==> config.mk <==
export PLATFORM = sky130hd
export DESIGN_NAME = base64_line_wrapped_encoder_flat
export DESIGN_NICKNAME = d
export VERILOG_FILES = /design/src/hw/rtl/b64e_pkg.sv /design/src/hw/rtl/b64e_ifs.sv /design/src/hw/rtl/base64_line_wrapped_encoder.sv /design/src/hw/rtl/b64e_front.sv /design/src/hw/rtl/b64e_queue.sv /design/src/hw/rtl/b64e_back.sv /design/src/flat_wrapper.sv
export SDC_FILE = /design/constraint.sdc
export NUM_CORES = 1
export LEC_CHECK = 0
export BUFFER_PORTS_ARGS = -buffer_cell sky130_fd_sc_hd__buf_2
export CAP_MARGIN = 20
export CORE_MARGIN = 1
export CORE_UTILIZATION = 33
export CTS_CLUSTER_DIAMETER = 150
export DETAILED_ROUTE_END_ITERATION = 10
export RECOVER_POWER = 25
export SYNTH_ARGS = -nofsm -noshare
export SYNTH_HDL_FRONTEND = slang
export SYNTH_SLANG_ARGS = --single-unit
==> constraint.sdc <==
create_clock -name clk -period 9.32 [get_ports clk]
set_input_delay 1.864 -clock clk [delete_from_list [all_inputs] [get_ports clk]]
set_output_delay 1.864 -clock clk [all_outputs]
set_load 0.01 [all_outputs]
==> src/hw/rtl/b64e_pkg.sv <==
`default_nettype none

package b64e_pkg;

	localparam logic [7:0] LINE_LIMIT_RESET = 8'd72;
	localparam logic [7:0] NL_CHAR          = 8'h0A;
	localparam logic [7:0] PAD_CHAR         = 8'h3D;
	localparam int unsigned QUEUE_DEPTH     = 2;

	// one encoded group: four sextets, pad marks, trailing newline, end of message
	typedef struct packed {
		logic [3:0][5:0] sx;
		logic            pad2;
		logic            pad3;
		logic            nl;
		logic            last;
	} grp_t;

	// standard base64 alphabet
	function automatic logic [7:0] b64_sym(input logic [5:0] v);
		logic [7:0] ch;
		if (v < 6'd26) begin
			ch = 8'h41 + {2'b00, v};
		end else if (v < 6'd52) begin
			ch = 8'h61 + {2'b00, v - 6'd26};
		end else if (v < 6'd62) begin
			ch = 8'h30 + {2'b00, v - 6'd52};
		end else if (v == 6'd62) begin
			ch = 8'h2B;
		end else begin
			ch = 8'h2F;
		end
		return ch;
	endfunction

endpackage

`default_nettype wire

==> src/hw/rtl/b64e_ifs.sv <==
`default_nettype none

interface b64e_raw_if;
	logic       valid;
	logic       ready;
	logic [7:0] data_byte;
	logic       last_byte;
	modport source (output valid, output data_byte, output last_byte, input ready);
	modport sink   (input valid, input data_byte, input last_byte, output ready);
endinterface

interface b64e_out_if;
	logic       valid;
	logic       ready;
	logic [7:0] out_char;
	logic       last_char;
	modport source (output valid, output out_char, output last_char, input ready);
	modport sink   (input valid, input out_char, input last_char, output ready);
endinterface

interface b64e_cfg_if;
	logic       valid;
	logic       ready;
	logic [7:0] line_limit;
	modport source (output valid, output line_limit, input ready);
	modport sink   (input valid, input line_limit, output ready);
endinterface

`default_nettype wire

==> src/hw/rtl/base64_line_wrapped_encoder.sv <==
// channel | dir | handshake     | payload
// raw     | in  | valid/ready   | data_byte[7:0], last_byte
// cfg     | in  | valid/ready   | line_limit[7:0] (ready always high)
// enc     | out | valid/ready   | out_char[7:0], last_char
//
// bytes are taken one per cycle while the group queue has room; the back end sends
// four characters per group, five when the group ends in a newline, so a one-byte
// message gives five characters
// with queue and back end idle, the first character of a group passes through the queue
// entry and then the output register before it is on enc
// arst_n clears fill, line count, queue and output valid; line_limit returns to 72
// a stall on enc holds the output register, fills the queue, then drops raw.ready
`default_nettype none

module base64_line_wrapped_encoder import b64e_pkg::*; #(
	parameter int unsigned QueueDepth = QUEUE_DEPTH
) (
	input  wire logic  clk,
	input  wire logic  arst_n,
	b64e_raw_if.sink   raw,
	b64e_cfg_if.sink   cfg,
	b64e_out_if.source enc
);

	// front end to queue
	logic q_push;
	grp_t q_grp;
	logic q_full;

	// queue to back end
	grp_t q_head;
	logic q_nonempty;
	logic q_pop;

	// front end: holds pending bytes, tracks line count, builds one group per
	// completed or final transaction
	b64e_front u_front (
		.clk    (clk),
		.arst_n (arst_n),
		.raw    (raw),
		.cfg    (cfg),
		.q_full (q_full),
		.q_push (q_push),
		.q_grp  (q_grp)
	);

	// short group queue so either side can stall on its own
	b64e_queue #(
		.DEPTH (QueueDepth)
	) u_queue (
		.clk       (clk),
		.arst_n    (arst_n),
		.push      (q_push),
		.push_data (q_grp),
		.full      (q_full),
		.pop       (q_pop),
		.head      (q_head),
		.nonempty  (q_nonempty)
	);

	// back end: turns each group into four characters plus an optional newline
	b64e_back u_back (
		.clk      (clk),
		.arst_n   (arst_n),
		.head     (q_head),
		.nonempty (q_nonempty),
		.pop      (q_pop),
		.enc      (enc)
	);

endmodule

`default_nettype wire

==> src/hw/rtl/b64e_front.sv <==
`default_nettype none

module b64e_front import b64e_pkg::*; (
	input  wire logic   clk,
	input  wire logic   arst_n,
	b64e_raw_if.sink    raw,
	b64e_cfg_if.sink    cfg,
	input  wire logic   q_full,
	output logic        q_push,
	output grp_t        q_grp
);

	logic [7:0] limit_q;
	logic [7:0] held0_q;
	logic [7:0] held1_q;
	logic [1:0] fill_q;
	logic [7:0] line_q;

	logic       accept;
	logic       full_grp;
	logic [8:0] sum;
	logic       wrap;
	logic [7:0] a0;
	logic [7:0] b;

	assign b        = raw.data_byte;
	assign raw.ready = !q_full;
	assign cfg.ready = 1'b1;
	assign accept   = raw.valid && !q_full;
	assign full_grp = fill_q[1];
	assign sum      = {1'b0, line_q} + 9'd4;
	assign wrap     = sum >= {1'b0, limit_q};
	assign a0       = (fill_q == 2'd0) ? b : held0_q;
	assign q_push   = accept && (full_grp || raw.last_byte);

	always_comb begin
		q_grp = '0;
		if (full_grp) begin
			q_grp.sx[0] = held0_q[7:2];
			q_grp.sx[1] = {held0_q[1:0], held1_q[7:4]};
			q_grp.sx[2] = {held1_q[3:0], b[7:6]};
			q_grp.sx[3] = b[5:0];
			q_grp.nl    = wrap || raw.last_byte;
			q_grp.last  = raw.last_byte;
		end else begin
			// partial group at end of message
			q_grp.sx[0] = a0[7:2];
			q_grp.sx[1] = {a0[1:0], (fill_q == 2'd0) ? 4'b0000 : b[7:4]};
			q_grp.sx[2] = {b[3:0], 2'b00};
			q_grp.pad2  = (fill_q == 2'd0);
			q_grp.pad3  = 1'b1;
			q_grp.nl    = 1'b1;
			q_grp.last  = 1'b1;
		end
	end

	always_ff @(posedge clk or negedge arst_n) begin
		if (!arst_n) begin
			limit_q <= LINE_LIMIT_RESET;
			fill_q  <= 2'd0;
			line_q  <= 8'd0;
		end else begin
			if (cfg.valid) begin
				limit_q <= cfg.line_limit;
			end
			if (accept) begin
				if (full_grp) begin
					fill_q <= 2'd0;
					line_q <= (wrap || raw.last_byte) ? 8'd0 : sum[7:0];
				end else if (raw.last_byte) begin
					fill_q <= 2'd0;
					line_q <= 8'd0;
				end else begin
					fill_q <= fill_q + 2'd1;
				end
			end
		end
	end

	always_ff @(posedge clk) begin
		if (accept && !full_grp && !raw.last_byte) begin
			if (fill_q[0]) begin
				held1_q <= b;
			end else begin
				held0_q <= b;
			end
		end
	end

endmodule

`default_nettype wire

==> src/hw/rtl/b64e_queue.sv <==
`default_nettype none

module b64e_queue import b64e_pkg::*; #(
	parameter int unsigned DEPTH = QUEUE_DEPTH
) (
	input  wire logic clk,
	input  wire logic arst_n,
	input  wire logic push,
	input  grp_t      push_data,
	output logic      full,
	input  wire logic pop,
	output grp_t      head,
	output logic      nonempty
);

	localparam int unsigned PW = (DEPTH > 1) ? $clog2(DEPTH) : 1;
	localparam int unsigned CW = $clog2(DEPTH + 1);

	grp_t          mem_q [DEPTH];
	logic [PW-1:0] wr_ptr_q;
	logic [PW-1:0] rd_ptr_q;
	logic [CW-1:0] cnt_q;
	logic          do_push;
	logic          do_pop;

	assign full     = (cnt_q == CW'(DEPTH));
	assign nonempty = (cnt_q != '0);
	assign head     = mem_q[rd_ptr_q];
	assign do_push  = push && !full;
	assign do_pop   = pop && nonempty;

	function automatic logic [PW-1:0] nxt(input logic [PW-1:0] p);
		return (p == PW'(DEPTH - 1)) ? '0 : p + 1'b1;
	endfunction

	always_ff @(posedge clk or negedge arst_n) begin
		if (!arst_n) begin
			wr_ptr_q <= '0;
			rd_ptr_q <= '0;
			cnt_q    <= '0;
		end else begin
			if (do_push) begin
				wr_ptr_q <= nxt(wr_ptr_q);
			end
			if (do_pop) begin
				rd_ptr_q <= nxt(rd_ptr_q);
			end
			unique case ({do_push, do_pop})
				2'b10:   cnt_q <= cnt_q + 1'b1;
				2'b01:   cnt_q <= cnt_q - 1'b1;
				default: cnt_q <= cnt_q;
			endcase
		end
	end

	always_ff @(posedge clk) begin
		if (do_push) begin
			mem_q[wr_ptr_q] <= push_data;
		end
	end

endmodule

`default_nettype wire

==> src/hw/rtl/b64e_back.sv <==
`default_nettype none

module b64e_back import b64e_pkg::*; (
	input  wire logic  clk,
	input  wire logic  arst_n,
	input  grp_t       head,
	input  wire logic  nonempty,
	output logic       pop,
	b64e_out_if.source enc
);

	logic [2:0] idx_q;
	logic       valid_q;
	logic [7:0] char_q;
	logic       lastc_q;

	logic       advance;
	logic       load;
	logic [2:0] end_idx;
	logic       at_end;
	logic [7:0] ch;

	assign advance = !valid_q || enc.ready;
	assign load    = advance && nonempty;
	assign end_idx = head.nl ? 3'd4 : 3'd3;
	assign at_end  = (idx_q == end_idx);
	assign pop     = load && at_end;

	always_comb begin
		unique case (idx_q)
			3'd0:    ch = b64_sym(head.sx[0]);
			3'd1:    ch = b64_sym(head.sx[1]);
			3'd2:    ch = head.pad2 ? PAD_CHAR : b64_sym(head.sx[2]);
			3'd3:    ch = head.pad3 ? PAD_CHAR : b64_sym(head.sx[3]);
			default: ch = NL_CHAR;
		endcase
	end

	always_ff @(posedge clk or negedge arst_n) begin
		if (!arst_n) begin
			idx_q   <= 3'd0;
			valid_q <= 1'b0;
		end else if (advance) begin
			valid_q <= nonempty;
			if (nonempty) begin
				idx_q <= at_end ? 3'd0 : idx_q + 3'd1;
			end
		end
	end

	always_ff @(posedge clk) begin
		if (load) begin
			char_q  <= ch;
			lastc_q <= head.last && at_end;
		end
	end

	assign enc.valid     = valid_q;
	assign enc.out_char  = char_q;
	assign enc.last_char = lastc_q;

endmodule

`default_nettype wire

==> src/flat_wrapper.sv <==
// flat-port wrapper written by rule: the top's interface ports become plain ports
module base64_line_wrapped_encoder_flat import b64e_pkg::*;
#(
	parameter int unsigned QueueDepth = QUEUE_DEPTH
)
  (clk, arst_n, raw_valid, raw_data_byte, raw_last_byte, raw_ready, cfg_valid, cfg_line_limit, cfg_ready, enc_valid, enc_out_char, enc_last_char, enc_ready);
  b64e_raw_if raw_i ();
  b64e_cfg_if cfg_i ();
  b64e_out_if enc_i ();
  input  wire logic clk;
  input  wire logic arst_n;
  input wire logic [$bits(raw_i.valid)-1:0] raw_valid;
  input wire logic [$bits(raw_i.data_byte)-1:0] raw_data_byte;
  input wire logic [$bits(raw_i.last_byte)-1:0] raw_last_byte;
  output wire logic [$bits(raw_i.ready)-1:0] raw_ready;
  input wire logic [$bits(cfg_i.valid)-1:0] cfg_valid;
  input wire logic [$bits(cfg_i.line_limit)-1:0] cfg_line_limit;
  output wire logic [$bits(cfg_i.ready)-1:0] cfg_ready;
  output wire logic [$bits(enc_i.valid)-1:0] enc_valid;
  output wire logic [$bits(enc_i.out_char)-1:0] enc_out_char;
  output wire logic [$bits(enc_i.last_char)-1:0] enc_last_char;
  input wire logic [$bits(enc_i.ready)-1:0] enc_ready;
  assign raw_i.valid = raw_valid;
  assign raw_i.data_byte = raw_data_byte;
  assign raw_i.last_byte = raw_last_byte;
  assign raw_ready = raw_i.ready;
  assign cfg_i.valid = cfg_valid;
  assign cfg_i.line_limit = cfg_line_limit;
  assign cfg_ready = cfg_i.ready;
  assign enc_valid = enc_i.valid;
  assign enc_out_char = enc_i.out_char;
  assign enc_last_char = enc_i.last_char;
  assign enc_i.ready = enc_ready;
  base64_line_wrapped_encoder #(.QueueDepth(QueueDepth)) u_core (.clk(clk), .arst_n(arst_n), .raw(raw_i), .cfg(cfg_i), .enc(enc_i));
endmodule
==> results of run 1 <==
-- cell usage in the layout (no fill, tap or decap), types with 22 or more instances in the layout --
master	count
nor2_1	41
ha_1	54
nand2_1	60
mux2_2	22
inv_1	33
buf_2	22
o21ai_0	42
xnor2_1	34
a21oi_1	29
edfxtp_1	81
-- cell type report --
type	count	area [um2]	area share, %
tap	270	338	4.47
clock inverter	6	48.8	0.645
multi-input combinational	484	3580	47.3
sequential	105	3040	40.1
inverter	37	139	1.84
clock buffer	10	239	3.16
timing repair buffer	37	185	2.45
-- worst min path at each step --
stage / startpoint / endpoint / cells past startpoint
after floorplan: u_core.u_queue.wr_ptr_q$_DFFE_PN0P_ / u_core.u_queue.wr_ptr_q$_DFFE_PN0P_ / 1
after global placement: u_core.u_back.enc.valid$_DFFE_PN0N_ / u_core.u_back.enc.valid$_DFFE_PN0N_ / 2
after detailed placement: u_core.u_back.enc.valid$_DFFE_PN0N_ / u_core.u_back.enc.valid$_DFFE_PN0N_ / 2
after global routing: u_core.u_back.enc.valid$_DFFE_PN0N_ / u_core.u_back.enc.valid$_DFFE_PN0N_ / 2
final: u_core.u_back.enc.valid$_DFFE_PN0N_ / u_core.u_back.enc.valid$_DFFE_PN0N_ / 2
after CTS: u_core.u_back.enc.valid$_DFFE_PN0N_ / u_core.u_back.enc.valid$_DFFE_PN0N_ / 2
-- cells by family after synthesis --
kind of cell / after synthesis / share of synthesized area, %
AOI/OAI and AO/OA: 152 / 14.6
and+or+nand+nor: 179 / 12.7
xor gates and xnor gates: 49 / 6.25
muxes: 49 / 8.64
adders and majority gates: 54 / 9.84
DFF: 105 / 44.2
other: 1 / 0.0546
buffers and inverters: 54 / 3.68
-- routing by layer --
layer	wire (um)	vias up	part of all wire, %	track usage, %
li1	-	2401	-	-
met1	7480	2268	51	21.0
met2	6250	122	43	20.9
met3	653	18	4.5	2.78
met4	210	0	1.4	4.17
met5	0	-	0	0
-- state kept, by name (all words and copies together), names as in the netlist --
signal	cells
u_core.u_queue.mem_q	56
u_core.u_back.enc.out_char	8
u_core.u_front.held0_q	8
u_core.u_front.held1_q	8
u_core.u_front.limit_q	8
u_core.u_front.line_q	6
u_core.u_back.idx_q	3
u_core.u_front.fill_q	2
u_core.u_queue.cnt_q	2
u_core.u_back.enc.last_char	1
u_core.u_back.enc.valid	1
u_core.u_queue.rd_ptr_q	1
u_core.u_queue.wr_ptr_q	1
-- worst max-delay path, cell delays in order, from the launching register on --
cell	delay, ps
dfrtp_2	340
buf_4	570
mux2i_1	660
inv_1	140
ha_1	260
a21oi_2	220
xor2_1	240
xnor2_1	150
nor2_1	50
nor4_1	380
o2111ai_1	170
-- metrics by stage --
step           hold slack [ps]  instances  total power, W
5_1_grt                    537        949         0.00262
2_1_floorplan              460        643         0.00176
3_3_place_gp               487        933         0.00205
4_1_cts                    509        949         0.00243
3_5_place_dp               487        933         0.00206
6_report                   502        949         0.00243
-- power by group through the flow --
stage          clock, W  sequential [W]  combinational, W
2_1_floorplan         0        0.000720           0.00104
3_3_place_gp          0        0.000732           0.00131
3_5_place_dp          0        0.000734           0.00132
4_1_cts        0.000379        0.000724           0.00133
5_1_grt        0.000397        0.000736           0.00148
6_report       0.000370        0.000723           0.00133
==> results by group, run 1 <==
Final layout
  • Layout Nets: between 700 and 800
  • Filler cell count: between 2,000 and 2,500
  • Fin area: between 7000 and 8000 um2
  • Layout cells sized above 1: roughly 15%
  • Antenna fix cells: 0
  • Final core occ: ~37%
  • Area grow syn2layout: 10.2%

Route
  • Final antenna-violating net count: 0
  • DR vias: 4,809
  • WL/cell: 15.4 um
  • Final wirelength: 14,600 um
  • DRC violations left: 0
  • Routed vias/inst: 5.07
  • Drt first-iter violations: ~420
  • DRT Pass-1 Iters: 5

Power
  • Worst vdd ir: 119 uV
  • Sequential share of power: a little under 30%
  • Clock share of power: 15.2%
  • PwrDens: around 320 nW/um2
  • P_int: between 0.001 and 0.0015 W
  • Switch Pwr: between 0.001 and 0.0015 W
  • Switching Share: 43.0%
  • Logic pwr share: 55.0%
  • Pleak: 2.84 nW

Timing
  • Pins Over Slew Limit: 0
  • Total negative slack: 0 ps
  • Least-Margin Pin Slew: about 1300 ps
  • Fmax achieved: 0.286 GHz
  • Final WS setup: around 5800 ps
  • RSZ-0062 raised after global routing: no
  • Finish-stage setup viols: 0
  • Min Tclk post-route: 3500 ps
  • Hold Fails Final Rpt: 0
  • Max_slew headroom: between 10% and 20%
  • Clock Skew: approximately 7.6 ps
  • Final period util: 37.5%

Place
  • DP Wirelength: approximately 11,000 um
  • Placement Cell Area: 7290 um2
  • IO buf count: 32
  • Worst slack, placed: approximately 5800 ps
  • GPL Wtd Cong: between 0.8 and 0.9

Floorplanning
  • Starting Density: approximately a third
  • Width of the die: 146 um
  • Die area: 21,400 um2
  • Ports: 34
  • Area of the core: around 20,000 um2
  • Row count: 52
  • Height of the die: 146 um

Synth
  • Syn. warnings: 0
  • Cell taking the most area after synthesis: edfxtp_1
  • Register bit total from synthesis: about 110
  • Synthesized cell area: slightly below 7000 um2
  • Post-synth top cells: 81 x edfxtp_1, 60 x nand2_1, 54 x ha_1, 42 x nor2_1, 42 x o21ai_0
  • Post-synth top flop: edfxtp_1
  • Seq/Total Area, Yosys: roughly 44%
  • Synth Net Count: approximately 720
  • Synth top area share: between 30% and 40%
  • EDFF count, synth: between 80 and 90
  • Top-count cell post-synth: edfxtp_1
  • Ys async rst share: 22.9%
  • Synth Instances: between 600 and 700
  • Avg Cell Area, Syn: ~11 um2
  • Area contributors post-synth: edfxtp_1 35%, ha_1 9.8%, dfrtp_1 8.0%
  • Post-synth cell types: 62

Global routing
  • Initial antenna violation count: 0
  • GRT Overall Usage: about 14%
  • Maximum number of pins on one net before global-route repair: 53
  • First-pass GRT wire length: about 24,000 um
  • GRT overflow: 0
  • Vias in the first global route: roughly 4,500

Clock tree
  • Cts bufs inserted: 9
  • Post-CTS Hold Fix Bufs: 0
  • Cts repair resizes: 0
  • CTS tree: yes
  • Clock latency on the worst-skew pair: ~360 ps
  • Maximum buffer depth of the clock tree: 2
  • Postcts setup bufs: 0
  • Clk sink count: approximately 110
  • CTS clk-pin slew, worst paths: 70 ps
  • H-Tree Depth: 3
  • Root Driver: clkbuf_16

Worst setup path
  • Crit path max fanout: 52
  • CP Launch Point: u_core.u_queue.rd_ptr_q$_DFFE_PN0P_
  • Critical Path RT: approximately 9400 ps
  • R2R setup slack: between 5000 and 6000 ps
  • Startpoint types: flop
  • Crit path capture type: flop
  • R2R cell count: 10
  • Kind of critical path: reg2reg
  • Worst R2R End: u_core.u_back.enc.out_char[4]$_DFFE_PP_
  • Crit path DAT: between 3000 and 4000 ps
  • Reg2reg start: u_core.u_queue.rd_ptr_q$_DFFE_PN0P_
  • Worst Setup EP: u_core.u_back.enc.out_char[4]$_DFFE_PP_

Run status
  • Outcome: completed

Job
  • Max-cap violations: 0

Worst hold path
  • Worst hold path type: reg2reg
(Power assumes the default switching activity.)
==> run 2, diff against run 1 <==
==> constraint.sdc (replaced) <==
create_clock -name clk -period 2.9 [get_ports clk]
set_input_delay 0.58 -clock clk [delete_from_list [all_inputs] [get_ports clk]]
set_output_delay 0.58 -clock clk [all_outputs]
set_load 0.01 [all_outputs]
==> run 2 against run 1 <==
Non-clock buffer count rose by 41. Sequential cell count did not move. Clock skew rose by 3.8 ps. Combinational power rose to 3.6 times the previous value. First-iteration DRC count fell by 33%. Highest routed layer unchanged.
==> results by group, run 2 (synthesized netlist as in run 1, its figures left out) <==
Run status
  • Outcome: completed

Power
  • Switch Pwr: 0.00346 W
  • Sequential share of power: roughly 28%
  • PwrDens: roughly 1100 nW/um2
  • P_int: ~0.0050 W
  • Worst vdd ir: 413 uV
  • Logic pwr share: ~56%
  • Switching Share: approximately 41%
  • Pleak: slightly above 3 nW
  • Clock share of power: 15.6%
  • Total power draw: ~0.0084 W

Timing
  • Max_slew headroom: a little under a tenth
  • Pins Over Slew Limit: 0
  • Min Tclk post-route: between 2000 and 3000 ps
  • Clock Skew: 11.3 ps
  • Hold Fails Final Rpt: 0
  • Final period util: a little over nine tenths
  • Least-Margin Pin Slew: 1360 ps
  • Finish-stage setup viols: 0
  • RSZ-0062 raised after global routing: yes
  • Fmax achieved: approximately 0.36 GHz
  • Minimum hold slack: around 420 ps

Final layout
  • Finished Layout Cells: 990
  • Filler cell count: just over 2,000
  • Layout cells sized above 1: between 20% and 30%
  • Final core occ: 39.5%
  • Layout Nets: about 790
  • Area grow syn2layout: 16.8%
  • Register Area: a little over 3000 um2
  • Multi-input logic area: approximately 3700 um2
  • Most frequent cells in the layout: 81 x edfxtp_1, 59 x nand2_1, 53 x ha_1
  • Antenna fix cells: 0
  • Largest register by flop count: u_core.u_queue.mem_q
  • Commonest non-fill, non-tap cell in the layout: edfxtp_1
  • Largest register FFs: 56

Worst setup path
  • Crit path capture type: flop
  • Critical Path RT: about 3000 ps
  • Kind of critical path: reg2reg
  • Startpoint types: flop
  • Crit path max fanout: 10
  • Crit path DAT: 2840 ps

Global routing
  • GRT Overall Usage: 14.5%
  • Maximum number of pins on one net before global-route repair: 29
  • Vias in the first global route: approximately 4,700
  • Initial antenna violation count: 0
  • GRT overflow: 0
  • First-pass GRT wire length: about 25,000 um

Place
  • IO buf count: 32
  • GPL Wtd Cong: 0.914
  • Placed cell count: between 900 and 1,000
  • DP Wirelength: approximately 12,000 um

Route
  • Final wirelength: roughly 15,000 um
  • DR vias: around 4,900
  • DRT Pass-1 Iters: 5
  • Routed vias/inst: ~5
  • Routed metal-1 wirelength: just under 8000 um
  • Drt first-iter violations: between 200 and 300
  • WL met2: about 6400 um
  • WL met3: between 400 and 500 um
  • Final antenna-violating net count: 0
  • WL/cell: 15.2 um
  • DRC violations left: 0
  • Top sig layer: met4

Floorplanning
  • Height of the die: between 100 and 150 um
  • Area of the core: roughly 20,000 um2
  • Starting Density: 33.8%
  • Ports: 34
  • Row count: 52
  • Width of the die: roughly 150 um
  • Die area: roughly 21,000 um2

Clock tree
  • Root Driver: clkbuf_16
  • CTS tree: yes
  • Clock latency on the worst-skew pair: roughly 360 ps
  • Clk sink count: between 100 and 150
  • H-Tree Depth: 3
  • CTS clk-pin slew, worst paths: approximately 70 ps
  • Cts bufs inserted: 9
  • Post-CTS Hold Fix Bufs: 0
  • Maximum buffer depth of the clock tree: 2

Job
  • Max-cap violations: 0

Worst hold path
  • Worst hold path type: in2reg
-- run 2: changes by cell type in the layout (fill, tap and decap cells not counted), sizes merged --
| cell | delta |
|---|---|
| bufinv | +2 |
| clkbuf | -1 |
| clkinvlp | -1 |
| buf | +41 |
-- run 2: worst max-delay path, cell delays in order, from the launching register on --
cell and delay, ps:
dfrtp_4 570, buf_12 190, mux2_4 310, inv_1 120, ha_1 220, xnor2_1 150, nor3b_2 270, xnor2_1 170
mux2i_1 210, a21o_1 150, o2111ai_1 120
-- run 2: stage by stage --
stage	setup WS (ps)	instance area, um2	setup TNS, ps
after floorplan	23.7	6900	0
after global placement	-179	7620	-179
after detailed placement	-181	7620	-181
after CTS	20.0	7950	0
after global routing	-21.2	8020	-23.3
final	144	8020	0
-- run 2: layout make-up --
class	instances	share of cell area, %
multi-input cells	484	45.8
inverters	37	1.73
well taps	270	4.21
clock buffers	9	2.81
clock inverters	7	1.22
flip-flops and latches	105	37.9
repair buffers	78	6.31
-- run 2: power by group through the flow --
stage,combinational (W),sequential [W],clock [W]
CTS,0.00463,0.00238,0.00134
floorplan,0.00340,0.00232,0
global placement,0.00456,0.00241,0
detailed placement,0.00460,0.00241,0
finish,0.00476,0.00237,0.00132
global route,0.00528,0.00241,0.00139
-- run 2: timing repair --
| item | 4_1_cts | 5_1_grt |
|---|---|---|
| gates resized for setup | 2 | 9 |
| buffers inserted | 0 | 4 |
| pin swaps | 0 | 4 |
| endpoints found under the setup margin | 1 | 8 |
| cloned | 0 | 0 |
-- run 2: final timing paths --
check	start	to	slack (ps)	cells after the start
setup / recovery	u_core.u_queue.rd_ptr_q$_DFFE_PN0P_	u_core.u_back.enc.out_char[4]$_DFFE_PP_	140	10
hold / removal	cfg_line_limit[2]	u_core.u_front.limit_q[2]$_DFFE_PN0P_	420	3
setup reg to reg	u_core.u_queue.rd_ptr_q$_DFFE_PN0P_	u_core.u_back.enc.out_char[4]$_DFFE_PP_	140	10
hold reg to reg	u_core.u_back.enc.valid$_DFFE_PN0N_	u_core.u_back.enc.valid$_DFFE_PN0N_	490	2
max in group asynchronous	arst_n	u_core.u_queue.rd_ptr_q$_DFFE_PN0P_	1420	1
min in group asynchronous	arst_n	u_core.u_back.idx_q[0]$_DFFE_PN0P_	520	1
-- run 2: routing by layer --
metal | vias up | GRT usage [%]
li1 | 2475 | -
met1 | 2319 | 20.7
met2 | 105 | 21.4
met3 | 26 | 2.25
met4 | 0 | 7.03
met5 | - | 0
